**config.mk**
```make
export PLATFORM = sky130hd
export DESIGN_NAME = chip8_instruction_execute
export DESIGN_NICKNAME = d
export VERILOG_FILES = /design/src/rtl/c8ie_pkg.sv /design/src/rtl/c8ie_regfile.sv /design/src/rtl/c8ie_stack.sv /design/src/rtl/c8ie_exec.sv /design/src/rtl/chip8_instruction_execute.sv
export SDC_FILE = /design/constraint.sdc
export NUM_CORES = 1
export LEC_CHECK = 0
export ABC_CLOCK_PERIOD_IN_PS = 8800
export BUFFER_PORTS_ARGS = -buffer_cell sky130_fd_sc_hd__buf_2
export CAP_MARGIN = 40
export CORE_UTILIZATION = 45
export DETAILED_ROUTE_END_ITERATION = 8
export PLACE_DENSITY = 0.68
export SYNTH_ARGS = -nofsm -noshare
export SYNTH_HDL_FRONTEND = slang
export SYNTH_SLANG_ARGS = --single-unit
export TNS_END_PERCENT = 30
```
**constraint.sdc**
```tcl
create_clock -name clk -period 8.8 [get_ports clk]
set_input_delay 1.32 -clock clk [delete_from_list [all_inputs] [get_ports clk]]
set_output_delay 1.32 -clock clk [all_outputs]
set_load 0.005 [all_outputs]
```
**src/rtl/c8ie_pkg.sv**
```systemverilog
`timescale 1ns / 1ps

package c8ie_pkg;

  localparam int STACK_DEPTH = 16;
  localparam int SP_W = $clog2(STACK_DEPTH);
  localparam logic [SP_W-1:0] SP_MAX = SP_W'(STACK_DEPTH - 1);

  localparam logic [11:0] START_RST = 12'd512;

  // result status
  localparam logic [1:0] ST_OK      = 2'd0;
  localparam logic [1:0] ST_UNIMPL  = 2'd1;
  localparam logic [1:0] ST_INVALID = 2'd2;

  // top nibble of the opcode
  localparam logic [3:0] OP_SYS     = 4'h0;
  localparam logic [3:0] OP_JP      = 4'h1;
  localparam logic [3:0] OP_CALL    = 4'h2;
  localparam logic [3:0] OP_SE_IMM  = 4'h3;
  localparam logic [3:0] OP_SNE_IMM = 4'h4;
  localparam logic [3:0] OP_SE_REG  = 4'h5;
  localparam logic [3:0] OP_LD_IMM  = 4'h6;
  localparam logic [3:0] OP_ADD_IMM = 4'h7;
  localparam logic [3:0] OP_ALU     = 4'h8;
  localparam logic [3:0] OP_SNE_REG = 4'h9;
  localparam logic [3:0] OP_LD_I    = 4'hA;
  localparam logic [3:0] OP_JP_V0   = 4'hB;
  localparam logic [3:0] OP_RND     = 4'hC;
  localparam logic [3:0] OP_DRW     = 4'hD;
  localparam logic [3:0] OP_KEY     = 4'hE;
  localparam logic [3:0] OP_MISC    = 4'hF;

  // low nibble of 8xyn
  localparam logic [3:0] ALU_LD   = 4'h0;
  localparam logic [3:0] ALU_OR   = 4'h1;
  localparam logic [3:0] ALU_AND  = 4'h2;
  localparam logic [3:0] ALU_XOR  = 4'h3;
  localparam logic [3:0] ALU_ADD  = 4'h4;
  localparam logic [3:0] ALU_SUB  = 4'h5;
  localparam logic [3:0] ALU_SHR  = 4'h6;
  localparam logic [3:0] ALU_SUBN = 4'h7;
  localparam logic [3:0] ALU_SHL  = 4'hE;

  localparam logic [7:0] KK_CLS  = 8'hE0;
  localparam logic [7:0] KK_RET  = 8'hEE;
  localparam logic [7:0] KK_SKP  = 8'h9E;
  localparam logic [7:0] KK_SKNP = 8'hA1;

  localparam logic [3:0] REG_V0 = 4'h0;
  localparam logic [3:0] REG_VF = 4'hF;

  localparam logic CFG_ADDR_START = 1'b0;

  typedef struct packed {
    logic       x_en;
    logic [3:0] x_addr;
    logic [7:0] x_data;
    logic       f_en;
    logic [7:0] f_data;
  } rf_wr_t;

  typedef struct packed {
    logic            en;
    logic [SP_W-1:0] addr;
    logic [11:0]     data;
  } stk_wr_t;

  typedef struct packed {
    logic [11:0]     pc;
    logic [1:0]      status;
    logic [11:0]     idx;
    logic [SP_W-1:0] sp;
    logic [7:0]      vx_after;
    logic [7:0]      vf_after;
    rf_wr_t          rf_wr;
    stk_wr_t         stk_wr;
  } exec_res_t;

endpackage

```
**src/rtl/c8ie_regfile.sv**
```systemverilog
`timescale 1ns / 1ps

module c8ie_regfile (
  input  logic              clk,
  input  logic              rst_n,
  input  logic              rd_en,
  input  logic [3:0]        rd_x,
  input  logic [3:0]        rd_y,
  input  c8ie_pkg::rf_wr_t  wr,
  output logic [7:0]        vx,
  output logic [7:0]        vy,
  output logic [7:0]        v0,
  output logic [7:0]        vf
);
  import c8ie_pkg::*;

  logic [7:0]  mem [16];
  logic [15:0] vld_r;
  logic [7:0]  rdx_r, rdy_r;
  logic        rdx_vld_r, rdy_vld_r;
  logic [3:0]  rx_r, ry_r;
  logic        fwd_vld_r;
  logic [3:0]  fwd_addr_r;
  logic [7:0]  fwd_data_r;
  logic [7:0]  v0_r, vf_r;
  logic        mem_we;
  logic [7:0]  mx, my;

  // VF lives in its own flop so that Vx and the flag can land in the same cycle
  assign mem_we = wr.x_en && (wr.x_addr != REG_VF);

  always_ff @(posedge clk) begin
    if (mem_we) begin
      mem[wr.x_addr] <= wr.x_data;
    end
    if (rd_en) begin
      rdx_r <= mem[rd_x];
      rdy_r <= mem[rd_y];
      rdx_vld_r <= vld_r[rd_x];
      rdy_vld_r <= vld_r[rd_y];
      rx_r <= rd_x;
      ry_r <= rd_y;
    end
    if (mem_we) begin
      fwd_addr_r <= wr.x_addr;
      fwd_data_r <= wr.x_data;
    end
  end

  always_ff @(posedge clk) begin
    if (!rst_n) begin
      vld_r <= '0;
      fwd_vld_r <= 1'b0;
      v0_r <= '0;
      vf_r <= '0;
    end else begin
      if (mem_we) begin
        vld_r[wr.x_addr] <= 1'b1;
        fwd_vld_r <= 1'b1;
      end
      if (wr.x_en && wr.x_addr == REG_V0) begin
        v0_r <= wr.x_data;
      end
      if (wr.f_en) begin
        vf_r <= wr.f_data;
      end else if (wr.x_en && wr.x_addr == REG_VF) begin
        vf_r <= wr.x_data;
      end
    end
  end

  // the most recent write covers one that landed on the read edge
  always_comb begin
    if (fwd_vld_r && fwd_addr_r == rx_r) mx = fwd_data_r;
    else if (rdx_vld_r)                   mx = rdx_r;
    else                                  mx = '0;
    if (fwd_vld_r && fwd_addr_r == ry_r) my = fwd_data_r;
    else if (rdy_vld_r)                   my = rdy_r;
    else                                  my = '0;
  end

  assign vx = (rx_r == REG_VF) ? vf_r : (rx_r == REG_V0) ? v0_r : mx;
  assign vy = (ry_r == REG_VF) ? vf_r : (ry_r == REG_V0) ? v0_r : my;
  assign v0 = v0_r;
  assign vf = vf_r;

endmodule

```
**src/rtl/c8ie_stack.sv**
```systemverilog
`timescale 1ns / 1ps

module c8ie_stack (
  input  logic                         clk,
  input  logic                         rst_n,
  input  logic                         rd_en,
  input  logic [c8ie_pkg::SP_W-1:0]    rd_addr,
  input  c8ie_pkg::stk_wr_t            wr,
  output logic [11:0]                  rd_data
);
  import c8ie_pkg::*;

  logic [11:0]            mem [STACK_DEPTH];
  logic [STACK_DEPTH-1:0] vld_r;
  logic [11:0]            rd_r;
  logic                   rd_vld_r;
  logic [SP_W-1:0]        ra_r;
  logic                   fwd_vld_r;
  logic [SP_W-1:0]        fwd_addr_r;
  logic [11:0]            fwd_data_r;

  always_ff @(posedge clk) begin
    if (wr.en) begin
      mem[wr.addr] <= wr.data;
      fwd_addr_r <= wr.addr;
      fwd_data_r <= wr.data;
    end
    if (rd_en) begin
      rd_r <= mem[rd_addr];
      rd_vld_r <= vld_r[rd_addr];
      ra_r <= rd_addr;
    end
  end

  always_ff @(posedge clk) begin
    if (!rst_n) begin
      vld_r <= '0;
      fwd_vld_r <= 1'b0;
    end else if (wr.en) begin
      vld_r[wr.addr] <= 1'b1;
      fwd_vld_r <= 1'b1;
    end
  end

  always_comb begin
    if (fwd_vld_r && fwd_addr_r == ra_r) rd_data = fwd_data_r;
    else if (rd_vld_r)                   rd_data = rd_r;
    else                                 rd_data = '0;
  end

endmodule

```
**src/rtl/c8ie_exec.sv**
```systemverilog
`timescale 1ns / 1ps

module c8ie_exec (
  input  logic [15:0]                instr,
  input  logic [7:0]                 key,
  input  logic [7:0]                 rnd,
  input  logic [7:0]                 vx,
  input  logic [7:0]                 vy,
  input  logic [7:0]                 v0,
  input  logic [7:0]                 vf,
  input  logic [11:0]                pc,
  input  logic [11:0]                idx,
  input  logic [c8ie_pkg::SP_W-1:0]  sp,
  input  logic [11:0]                stk_top,
  output c8ie_pkg::exec_res_t        res
);
  import c8ie_pkg::*;

  logic [3:0]      op_top, x, n;
  logic [7:0]      kk;
  logic [11:0]     nnn, pc_plus2;
  logic [8:0]      sum;
  logic [7:0]      diff;
  logic            skip;
  logic [SP_W-1:0] sp_inc, sp_dec;

  assign op_top   = instr[15:12];
  assign x        = instr[11:8];
  assign n        = instr[3:0];
  assign kk       = instr[7:0];
  assign nnn      = instr[11:0];
  assign pc_plus2 = pc + 12'd2;
  assign sp_inc   = (sp == SP_MAX) ? '0 : sp + 1'b1;
  assign sp_dec   = (sp == '0) ? SP_MAX : sp - 1'b1;

  always_comb begin
    sum  = '0;
    diff = '0;
    skip = 1'b0;
    res  = '0;
    res.pc = pc_plus2;
    res.status = ST_OK;
    res.idx = idx;
    res.sp = sp;
    res.rf_wr.x_addr = x;

    case (op_top)
      OP_SYS: begin
        if (kk == KK_CLS && x == 4'h0) begin
          res.status = ST_UNIMPL;
        end else if (kk == KK_RET && x == 4'h0) begin
          res.pc = stk_top;
          res.sp = sp_dec;
        end else begin
          res.status = ST_INVALID;
        end
      end
      OP_JP: res.pc = nnn;
      OP_CALL: begin
        res.sp = sp_inc;
        res.stk_wr.en = 1'b1;
        res.stk_wr.addr = sp_inc;
        res.stk_wr.data = pc_plus2;
        res.pc = nnn;
      end
      OP_SE_IMM:  skip = (vx == kk);
      OP_SNE_IMM: skip = (vx != kk);
      OP_SE_REG:  skip = (vx == vy);
      OP_SNE_REG: skip = (vx != vy);
      OP_LD_IMM: begin
        res.rf_wr.x_en = 1'b1;
        res.rf_wr.x_data = kk;
      end
      OP_ADD_IMM: begin
        res.rf_wr.x_en = 1'b1;
        res.rf_wr.x_data = vx + kk;
      end
      OP_ALU: begin
        res.rf_wr.x_en = 1'b1;
        case (n)
          ALU_LD:  res.rf_wr.x_data = vy;
          ALU_OR:  res.rf_wr.x_data = vx | vy;
          ALU_AND: res.rf_wr.x_data = vx & vy;
          ALU_XOR: res.rf_wr.x_data = vx ^ vy;
          ALU_ADD: begin
            sum = {1'b0, vx} + {1'b0, vy};
            res.rf_wr.x_data = sum[7:0];
            res.rf_wr.f_en = 1'b1;
            res.rf_wr.f_data = {7'd0, sum[8]};
          end
          ALU_SUB: begin
            diff = vx - vy;
            res.rf_wr.x_data = diff;
            res.rf_wr.f_en = 1'b1;
            res.rf_wr.f_data = {7'd0, vx > vy};
          end
          ALU_SUBN: begin
            diff = vy - vx;
            res.rf_wr.x_data = diff;
            res.rf_wr.f_en = 1'b1;
            res.rf_wr.f_data = {7'd0, vy > vx};
          end
          ALU_SHR: begin
            res.rf_wr.x_data = {1'b0, vx[7:1]};
            res.rf_wr.f_en = 1'b1;
            res.rf_wr.f_data = {7'd0, vx[0]};
          end
          ALU_SHL: begin
            res.rf_wr.x_data = {vx[6:0], 1'b0};
            res.rf_wr.f_en = 1'b1;
            res.rf_wr.f_data = {7'd0, vx[7]};
          end
          default: begin
            res.rf_wr.x_en = 1'b0;
            res.status = ST_INVALID;
          end
        endcase
      end
      OP_LD_I:  res.idx = nnn;
      OP_JP_V0: res.pc = nnn + {4'd0, v0};
      OP_RND: begin
        res.rf_wr.x_en = 1'b1;
        res.rf_wr.x_data = rnd & kk;
      end
      OP_DRW:  res.status = ST_UNIMPL;
      OP_KEY: begin
        if (kk == KK_SKP)       skip = (key == vx);
        else if (kk == KK_SKNP) skip = (key != vx);
        else                    res.status = ST_INVALID;
      end
      OP_MISC: res.status = ST_UNIMPL;
      default: res.status = ST_UNIMPL;
    endcase

    if (skip) res.pc = pc_plus2 + 12'd2;

    // flag is written after Vx, so it wins when x is VF
    if (res.rf_wr.f_en)                              res.vf_after = res.rf_wr.f_data;
    else if (res.rf_wr.x_en && x == REG_VF)          res.vf_after = res.rf_wr.x_data;
    else                                             res.vf_after = vf;
    if (x == REG_VF)          res.vx_after = res.vf_after;
    else if (res.rf_wr.x_en)  res.vx_after = res.rf_wr.x_data;
    else                      res.vx_after = vx;
  end

endmodule

```
**src/rtl/chip8_instruction_execute.sv**
```systemverilog
`timescale 1ns / 1ps
// Channel  Dir  Handshake              Payload
// in_      in   in_tvalid/in_tready    tdata: instruction, pressed_key, random_byte
// out_     out  out_tvalid/out_tready  tdata: next_pc, status, vx_value, vf_value, index
// cfg_     in   APB psel/penable       start_address at byte address 0
//
// One instruction per cycle sustained while out_tready stays high; a taken beat waits in the
// execute stage register (s1) and its result is registered in the output register for out_.
// Register file and return stack reads issue on the input beat; the write of the instruction
// ahead lands on the same edge and is forwarded.
// Reset: PC loads 512, stack pointer, I and all V registers and stack entries read as zero
// (per-entry valid bits, no clearing pass).
// A stalled output holds the execute stage; input keeps flowing while either stage can move.

module chip8_instruction_execute (
  input  logic        clk,
  input  logic        rst_n,
  input  logic        in_tvalid,
  output logic        in_tready,
  input  logic [31:0] in_tdata,   // [15:0] instruction, [23:16] pressed_key, [31:24] random_byte
  output logic        out_tvalid,
  input  logic        out_tready,
  output logic [47:0] out_tdata,  // [11:0] next_pc, [13:12] status, [21:14] vx_value,
                                  // [29:22] vf_value, [41:30] index_value, [47:42] zero
  input  logic        cfg_psel,
  input  logic        cfg_penable,
  input  logic        cfg_pwrite,
  input  logic [0:0]  cfg_paddr,
  input  logic [31:0] cfg_pwdata,
  output logic [31:0] cfg_prdata,
  output logic        cfg_pready
);
  import c8ie_pkg::*;

  logic            s1_vld_r;
  logic [31:0]     s1_data_r;
  logic            out_vld_r;
  logic [47:0]     out_data_r;
  logic [11:0]     pc_r, idx_r, start_r;
  logic [SP_W-1:0] sp_r, stk_ra;
  logic            s1_fire, in_acc, cfg_wr;
  logic [7:0]      vx, vy, v0, vf;
  logic [11:0]     stk_top;
  exec_res_t       ex;
  rf_wr_t          rf_wr;
  stk_wr_t         stk_wr;

  assign s1_fire   = s1_vld_r && (!out_vld_r || out_tready);
  assign in_tready = !s1_vld_r || s1_fire;
  assign in_acc    = in_tvalid && in_tready;
  assign cfg_wr    = cfg_psel && cfg_penable && cfg_pwrite && cfg_pready;

  assign rf_wr  = s1_fire ? ex.rf_wr : '0;
  assign stk_wr = s1_fire ? ex.stk_wr : '0;
  // the stack read for the next beat must see the pointer as left by this one
  assign stk_ra = s1_fire ? ex.sp : sp_r;

  c8ie_regfile u_regfile (
    .clk   (clk),
    .rst_n (rst_n),
    .rd_en (in_acc),
    .rd_x  (in_tdata[11:8]),
    .rd_y  (in_tdata[7:4]),
    .wr    (rf_wr),
    .vx    (vx),
    .vy    (vy),
    .v0    (v0),
    .vf    (vf)
  );

  c8ie_stack u_stack (
    .clk     (clk),
    .rst_n   (rst_n),
    .rd_en   (in_acc),
    .rd_addr (stk_ra),
    .wr      (stk_wr),
    .rd_data (stk_top)
  );

  c8ie_exec u_exec (
    .instr   (s1_data_r[15:0]),
    .key     (s1_data_r[23:16]),
    .rnd     (s1_data_r[31:24]),
    .vx      (vx),
    .vy      (vy),
    .v0      (v0),
    .vf      (vf),
    .pc      (pc_r),
    .idx     (idx_r),
    .sp      (sp_r),
    .stk_top (stk_top),
    .res     (ex)
  );

  always_ff @(posedge clk) begin
    if (in_acc) begin
      s1_data_r <= in_tdata;
    end
    if (s1_fire) begin
      out_data_r <= {6'd0, ex.idx, ex.vf_after, ex.vx_after, ex.status, ex.pc};
    end
  end

  always_ff @(posedge clk) begin
    if (!rst_n) begin
      s1_vld_r <= 1'b0;
      out_vld_r <= 1'b0;
      pc_r <= START_RST;
      start_r <= START_RST;
      idx_r <= '0;
      sp_r <= '0;
    end else begin
      if (in_acc)       s1_vld_r <= 1'b1;
      else if (s1_fire) s1_vld_r <= 1'b0;
      if (s1_fire)         out_vld_r <= 1'b1;
      else if (out_tready) out_vld_r <= 1'b0;
      if (s1_fire) begin
        pc_r <= ex.pc;
        idx_r <= ex.idx;
        sp_r <= ex.sp;
      end
      if (cfg_wr && cfg_paddr == CFG_ADDR_START) begin
        start_r <= cfg_pwdata[11:0];
        pc_r <= cfg_pwdata[11:0];
      end
    end
  end

  assign out_tvalid = out_vld_r;
  assign out_tdata  = out_data_r;
  assign cfg_pready = 1'b1;
  assign cfg_prdata = (cfg_paddr == CFG_ADDR_START) ? {20'd0, start_r} : 32'd0;

  a_out_after_exec: assert property (@(posedge clk) disable iff (!rst_n)
    s1_fire |=> out_vld_r)
    else $error("executed beat did not reach the output register");

  a_s1_hold: assert property (@(posedge clk) disable iff (!rst_n)
    (s1_vld_r && !s1_fire) |=> (s1_vld_r && $stable(s1_data_r)))
    else $error("stalled execute stage lost its instruction");

  a_fault_pc: assert property (@(posedge clk) disable iff (!rst_n)
    (s1_fire && ex.status != ST_OK) |-> (ex.pc == pc_r + 12'd2 && !ex.rf_wr.x_en
                                         && !ex.stk_wr.en && ex.sp == sp_r))
    else $error("faulting instruction changed state beyond the PC advance");

  a_sp_step: assert property (@(posedge clk) disable iff (!rst_n)
    (s1_fire && ex.sp != sp_r) |-> (ex.stk_wr.en || s1_data_r[15:12] == OP_SYS))
    else $error("stack pointer moved outside call or return");

endmodule

```
==> results.md, run 1 <==
- Grt ovf: 0
- Worst-margin pin slew: about 1.0 ns
- Area of the multi-input gates: 0.01060 sq mm
- Post-CTS sizing: 0
- Worst-Skew Late Latency: 0.63 ns
- Drt wl/cell: 23.91 microns
- Root buffer cell: clkbuf_16
- Worst slack at placement: approximately 2.5 ns
- Most common cell in the netlist: edfxtp_1
- Row count: around 90
- IO Count: 155
- Largest family of logic cells by synthesized area: simple AND/OR/NAND/NOR gates
- Synth warn: 0
- Tcrit/Tclk final: 71.76%
- Postcts setup bufs: 0
- Synth Register Bits: 549
- Hold-fix buffers, CTS: 0
- CP endpoint kind: register
- CTS Buffer Depth: 3
- Post-synthesis mux area share: 9.034%
- Number of global-route vias before repair: between 15000 and 20000
- WP depth: 21
- Area added between synthesis and finish: 14.07%
- Synth Area in Adders: 2.790%
- Slew HR: ~30%
- Hold Path Depth: 2
- Via density: around 6
- Largest net degree at the start of global routing: 61
- HPWL reported at the end of detailed placement: roughly 53000 microns
- Syn Area/Cell: 11.66 sq um
- Die X: 246.5 microns
- First-pass GRT wire length: approximately 120000 microns
- CP arrival: 6.66 ns
- Top cells by area, synth: edfxtp_1 (51%), mux4_2 (7.6%), dfxtp_1 (6.8%)
- Die Area: 0.06078 sq mm
- First DRT Iteration DRCs: 1931
- Leakage: ~11 nW
- Endpoints failing setup: 0
- Post-DP Area: 0.02869 sq mm
- RSZ-0062 raised after global routing: no
- FF/Latch Area: 0.01556 sq mm
- Worst path most repeated cell: a21oi_1
- Post-Synth Simple-Gate Area: 13.82%
- Compound-Gate Fraction of Synth Area: between 10% and 20%
- Cell count after synthesis: 2308
- Critical path class: register to register
- Outcome: finished, final reports clean
- Post-route DRC violation count: 0
- Seq/Total Area, Yosys: 57.84%
- Die span in y: 246.5 microns
- Buf+Inv Stages, Crit Path: 3
- CP cell instances: xor2_1 > nor3_1 > buf_4 > and2_1 > a21oi_1 > a21oi_1 > a21o_1 > inv_1 > ha_1 > fa_1 > o21ba_2 > o21bai_1 > a21oi_1 > nor2_1 > nor2_1 > a221o_1 > a222oi_1 > o211ai_1 > a21oi_1 > nor2_1 > buf_4
- CORE AREA: slightly below 0.06 sq mm
- Final instance area: 0.03070 sq mm
- CP Data Required Time: 9.15 ns
- Vias after detailed routing: 19530
- CTS tree: done
- Antenna violations before repair: 0
- Final nets: 2565
- Port Buf Inserts: 107
- Cts bufs inserted: 58
- Xor/xnor share of the synthesized area: about 1.5%
- Peak VDD IR: 190.9 uV
- Routability cong.: just over 0.9
- Max capacitance violation total: 0
- Crit path time final: 6.315 ns
- Total Wirelength: 77900 microns
- CTS clk-pin slew, worst paths: 0.06 ns
- Ys async rst share: 0%
- CTS H-Tree Depth: 2
- Crit Path Max Fanout: 16
- All-Layer GR Usage: about a quarter
- Reg2Reg Depth: 21
- Delay-heaviest family, CP: compound AO/OA/AOI/OAI gates
- Synth unique cells: 81
- Top-area cell type share of the netlist area: 50.99%
- Clk_skew: 0.02437 ns
- Startpoint types: register
- CTS sink cnt: 549
- TNS Setup: 0 ns
- Hold Violations, Final: 0
- # fillers: 4993
- Synth cell count leaders: edfxtp_1 (457), nand2_1 (387), nor2_1 (226)
- Cell Pwr Density: 190.5 mW/mm^2
- Number of flops mapped to enable cells by yosys: 457
- HP Class: register to register
- Starting Density: about 46%
- DRT Pass-1 Iters: 6
- Yosys top cell by area: edfxtp_1
- CP max stage cell: edfxtp_1
- Ratio of cells with drive above 1 in the final layout: 17.75%
- FMAX: roughly 160 MHz
- Pins Over Slew Limit: 0
- Main synth FF type: edfxtp_1
- Final Worst Setup Slack: 2.485 ns
- Delay of the slowest critical-path stage: 0.64 ns
- Cell area after synthesis: about 0.027 sq mm
- Antenna-violating nets left: 0
==> path summary, 6_finish.rpt <==
kind / from / to / slack, ns
worst max-delay path: s1_data_r[10] / u_regfile.mem[0][6] / 2.49
worst min-delay path: start_r[5] / start_r[5] / 0.45
worst max register to register: s1_data_r[10] / u_regfile.mem[0][6] / 2.49
worst min register to register: start_r[5] / start_r[5] / 0.45
==> layer usage <==
layer	routed length, microns	share of wire [%]	global-route usage [%]
met5	0	0	0
met4	2685	3.4	9.241
met3	5995	7.7	4.379
met2	36620	47	41.03
met1	32600	42	35.20
==> flip-flops by register name, summed over array words and instances (netlist names), 12 cells and up <==
register            flops
out_tdata              42
u_stack.vld_r          16
idx_r                  12
u_stack.rd_r           12
u_regfile.vld_r        16
s1_data_r              32
pc_r                   12
u_stack.mem           192
start_r                12
u_stack.fwd_data_r     12
u_regfile.mem         128
==> placed cells by master (no fill, tap or decap), drive strengths merged, types with 13 or more instances in the layout <==
cell,netlist,final
o22ai,15,15
ha,52,52
nand2,387,387
clkinv,1,17
a31oi,37,37
inv,57,63
clkbuf,104,79
o221ai,14,14
nand3,56,56
and3,50,50
edfxtp,457,457
dfxtp,92,92
a311oi,28,28
a211oi,43,43
buf,62,201
o21ai,64,64
xnor2,25,25
nor3,20,20
o21bai,18,18
xor2,22,22
a21o,13,13
mux2,14,14
a21oi,147,147
mux4,91,91
mux2i,22,22
and2,17,17
nor2,226,226
conb,2,35
nor2b,24,24
==> cell type report <==
type | instances | share of cell area [%]
antenna | 1 | 0.008152
clock buffer | 79 | 5.246
clock inverter | 29 | 1.174
inverter | 58 | 0.7092
multi-input combinational | 1568 | 34.54
sequential | 549 | 50.71
tap | 773 | 3.151
timing repair buffer | 201 | 4.467
==> where the power goes <==
part           switching (mW)  internal [mW]
clock                    1.03           1.47
sequential             0.0390           2.84
combinational           0.291          0.181
==> worst reg2reg max path, delay by kind of cell (launching register included) <==
family | cells | cell delay (ns)
fa+ha+maj | 2 | 0.72
compound gates | 10 | 2.95
xor+xnor | 1 | 0.26
flops | 1 | 0.64
buf+inv | 3 | 0.59
simple gates | 5 | 0.90
==> metrics by stage <==
step / utilization (%) / total power [mW] / instances / hold slack [ns]
after floorplan: - / 3.234 / 2341 / 0.4180
after detailed placement: 48.62 / 3.396 / 3145 / 0.4365
after global placement: 48.02 / 3.385 / 3115 / 0.4311
after global routing: 52.01 / 6.020 / 3257 / 0.4719
after CTS: 51.96 / 5.878 / 3253 / 0.4498
final: 52.01 / 5.847 / 3258 / 0.4497
==> cell families (layout without fill, tap and decap cells) <==
group / count (synthesis) / after routing
AND/OR/NAND/NOR: 845 / 845
buffers and inverters: 224 / 367
adder cells (fa/ha/maj): 57 / 57
flip-flops: 549 / 549
other: 2 / 36
AO/OA/AOI/OAI: 457 / 457
XOR/XNOR: 47 / 47
multiplexers: 127 / 127
(Power assumes the default switching activity.)
==> inputs of run 2 (changes only) <==
ABC_CLOCK_PERIOD_IN_PS = 5800   (was 8800)
PLACE_DENSITY = 0.7   (was 0.68)
clock period = 5.8 ns   (was 8.8 ns; I/O delays follow)
==> run 2 against run 1 <==
Compared with the run above:
- register-to-register slack worse by 2.1 ns
- critical endpoint is now u_regfile.mem[4][6]
- core utilization up 0.28 points
- via count up 1.8%
- design area up 0.55%
- sequential cell count unchanged
- sequential share of layout area down 0.28 points
- non-clock buffer count up 34
==> results.md, run 2 (synthesis gave the netlist of run 1 again) <==
- Outcome: finished, final reports clean (unchanged)
- NetSw: 2.084 mW (was 1.359 mW)
- Via density: 6.037 (was 5.995)
- Endpoints failing setup: 0 (unchanged)
- Switch share: 23.74% (was 23.24%)
- CP endpoint kind: register (unchanged)
- Tcrit/Tclk final: 93.34% (was 71.76%)
- CTS Buffer Depth: 3 (unchanged)
- Post-route DRC violation count: 0 (unchanged)
- Int Pwr: 6.695 mW (was 4.488 mW)
- Grt ovf: 0 (unchanged)
- Endpoint, Worst Hold: s1_data_r[31] (was start_r[5])
- Worst-margin pin slew: 0.9845 ns (was 1.042 ns)
- Drt wl/cell: 23.57 microns (was 23.91 microns)
- Post-CTS sizing: 0 (unchanged)
- HPWL reported at the end of detailed placement: 52260 microns (was 53350 microns)
- Worst hold slack: 0.4092 ns (was 0.4497 ns)
- Port Buf Inserts: 107 (unchanged)
- CTS H-Tree Depth: 2 (unchanged)
- Antenna-violating nets left: 0 (unchanged)
- Row count: 89 (unchanged)
- Vias after detailed routing: 19880 (was 19530)
- Pins Over Slew Limit: 0 (unchanged)
- Root buffer cell: clkbuf_16 (unchanged)
- Cts bufs inserted: 58 (unchanged)
- Reg-to-reg startpoint: s1_data_r[10] (unchanged)
- Postcts setup bufs: 0 (unchanged)
- Hold Violations, Final: 0 (unchanged)
- Reg2Reg Depth: 22 (was 21)
- Crit path time final: 5.414 ns (was 6.315 ns)
- Final nets: 2599 (was 2565)
- Power Total: 8.779 mW (was 5.847 mW)
- Max capacitance violation total: 0 (unchanged)
- Number of global-route vias before repair: 18950 (was 19000)
- Die X: 246.5 microns (unchanged)
- CORE AREA: 0.05902 sq mm (unchanged)
- Hold path start: in_tdata[31] (was start_r[5])
- Share of power burned in combinational logic: 8.6% (was 8.1%)
- Hold-fix buffers, CTS: 0 (unchanged)
- Clk_skew: 0.04298 ns (was 0.02437 ns)
- Critical path class: register to register (unchanged)
- Startpoint types: register (unchanged)
- Commonest cells after routing, fill and taps aside: edfxtp_1 (457), nand2_1 (387), nor2_1 (226) (unchanged)
- Largest net degree at the start of global routing: 106 (was 61)
- R2R Setup Slk: 0.39 ns (was 2.49 ns)
- Hold Path Depth: 1 (was 2)
- Clock Power Share: 41.8% (was 42.7%)
- Ratio of cells with drive above 1 in the final layout: 18.53% (was 17.75%)
- DRT Pass-1 Iters: 6 (unchanged)
- RSZ-0062 raised after global routing: no (unchanged)
- Starting Density: 45.60% (unchanged)
- Final Worst Setup Slack: 0.3864 ns (was 2.485 ns)
- First DRT Iteration DRCs: 2233 (was 1931)
- Peak VDD IR: 281.1 uV (was 190.9 uV)
- Worst slack at placement: 0.4481 ns (was 2.478 ns)
- CTS sink cnt: 549 (unchanged)
- Area added between synthesis and finish: 14.69% (was 14.07%)
- Antenna cells: 0 (was 1)
- R2r endpoint: u_regfile.mem[4][6] (was u_regfile.mem[0][6])
- Commonest non-fill, non-tap cell in the layout: edfxtp_1 (unchanged)
- CP Data Required Time: 6.14 ns (was 9.15 ns)
- Die span in y: 246.5 microns (unchanged)
- Slew HR: 34.36% (was 30.55%)
- TNS Setup: 0 ns (unchanged)
- First-pass GRT wire length: 115900 microns (was 116400 microns)
- IO Count: 155 (unchanged)
- Crit Path Max Fanout: 16 (unchanged)
- Total Wirelength: 77600 microns (was 77900 microns)
- HP Class: input pin to register (was register to register)
- CTS clk-pin slew, worst paths: 0.06 ns (about the same)
- Max reg flops: 192 (unchanged)
- Antenna violations before repair: 0 (unchanged)
- Routability cong.: 0.9525 (was 0.9208)
- Final Util: 52.30% (was 52.01%)
- All-Layer GR Usage: 25.44% (was 25.67%)
- Leakage: 11.28 nW (was 11.13 nW)
- Worst-Skew Late Latency: 0.64 ns (was 0.63 ns)
- Die Area: 0.06078 sq mm (unchanged)
- CP arrival: 5.76 ns (was 6.66 ns)
- CTS tree: done (unchanged)
- Biggest register: u_stack.mem (unchanged)
- Cell Pwr Density: 284.4 mW/mm^2 (was 190.5 mW/mm^2)
- Flop pwr share: 49.6% (was 49.2%)
- FMAX: 184.7 MHz (was 158.4 MHz)
## run 2: cell count changes in the layout (fill, tap and decap cells not counted), sizes merged
| cell | delta |
|---|---|
| diode | -1 |
| bufinv | -1 |
| clkinv | +11 |
| clkbuf | -11 |
| clkinvlp | +3 |
| buf | +34 |
## run 2: area by class of cell
| cell class | count | area (sq um) |
|---|---|---|
| inverters | 58 | 217.7 |
| clock inverters | 42 | 374.1 |
| clock buffers | 68 | 1509 |
| multi-input cells | 1568 | 10580 |
| flip-flops and latches | 549 | 15560 |
| fillers | 4974 | 28150 |
| repair buffers | 235 | 1650 |
| well taps | 773 | 967.2 |
## run 2: critical path, stage by stage, from the launching register on
cell and delay [ns]:
edfxtp_1 0.53, xor2_1 0.21, nor3_1 0.22, buf_4 0.22, and2_1 0.16, a21oi_1 0.07, a21oi_1 0.34, a21o_1 0.21
inv_1 0.12, ha_1 0.26, fa_1 0.49, o21ba_2 0.23, o21bai_1 0.28, a21oi_1 0.12, nor2_1 0.09, nor2_1 0.06
a221o_1 0.30, a222oi_1 0.38, o211ai_1 0.15, a21oi_1 0.27, buf_12 0.17, nor2_1 0.06, buf_4 0.20
## run 2: per-layer routing
metal / vias up / track usage, % / wire (microns)
li1: 8852 / - / -
met2: 1045 / 40.38 / 35980
met4: 0 / 10.09 / 3065
met3: 180 / 3.126 / 6545
met1: 9802 / 35.50 / 32010
met5: - / 0 / 0
## run 2: worst max-delay path by stage
stage                             start                 endpoint  slack, ns
after floorplan            s1_data_r[8]  u_regfile.fwd_data_r[6]       1.03
after global placement    s1_data_r[10]     u_regfile.mem[15][4]       0.47
after detailed placement  s1_data_r[10]      u_regfile.mem[6][6]       0.45
after CTS                 s1_data_r[10]      u_regfile.mem[3][6]       0.39
after global routing      s1_data_r[10]      u_regfile.mem[4][6]       0.14
final                     s1_data_r[10]      u_regfile.mem[4][6]       0.39
## run 2: per-stage QoR
stage,instance area [sq um],instances
6_report,30860,3293
5_1_grt,30860,3293
4_1_cts,30860,3292
3_5_place_dp,28970,3182
3_3_place_gp,28720,3162
2_1_floorplan,27030,2341
## run 2: power by group through the flow
stage	combinational (mW)	clock (mW)	sequential, mW
after floorplan	0.489	0	4.42
after global placement	0.718	0	4.44
after detailed placement	0.737	0	4.44
after CTS	0.742	3.72	4.35
after global routing	0.806	3.87	4.36
final	0.753	3.67	4.36
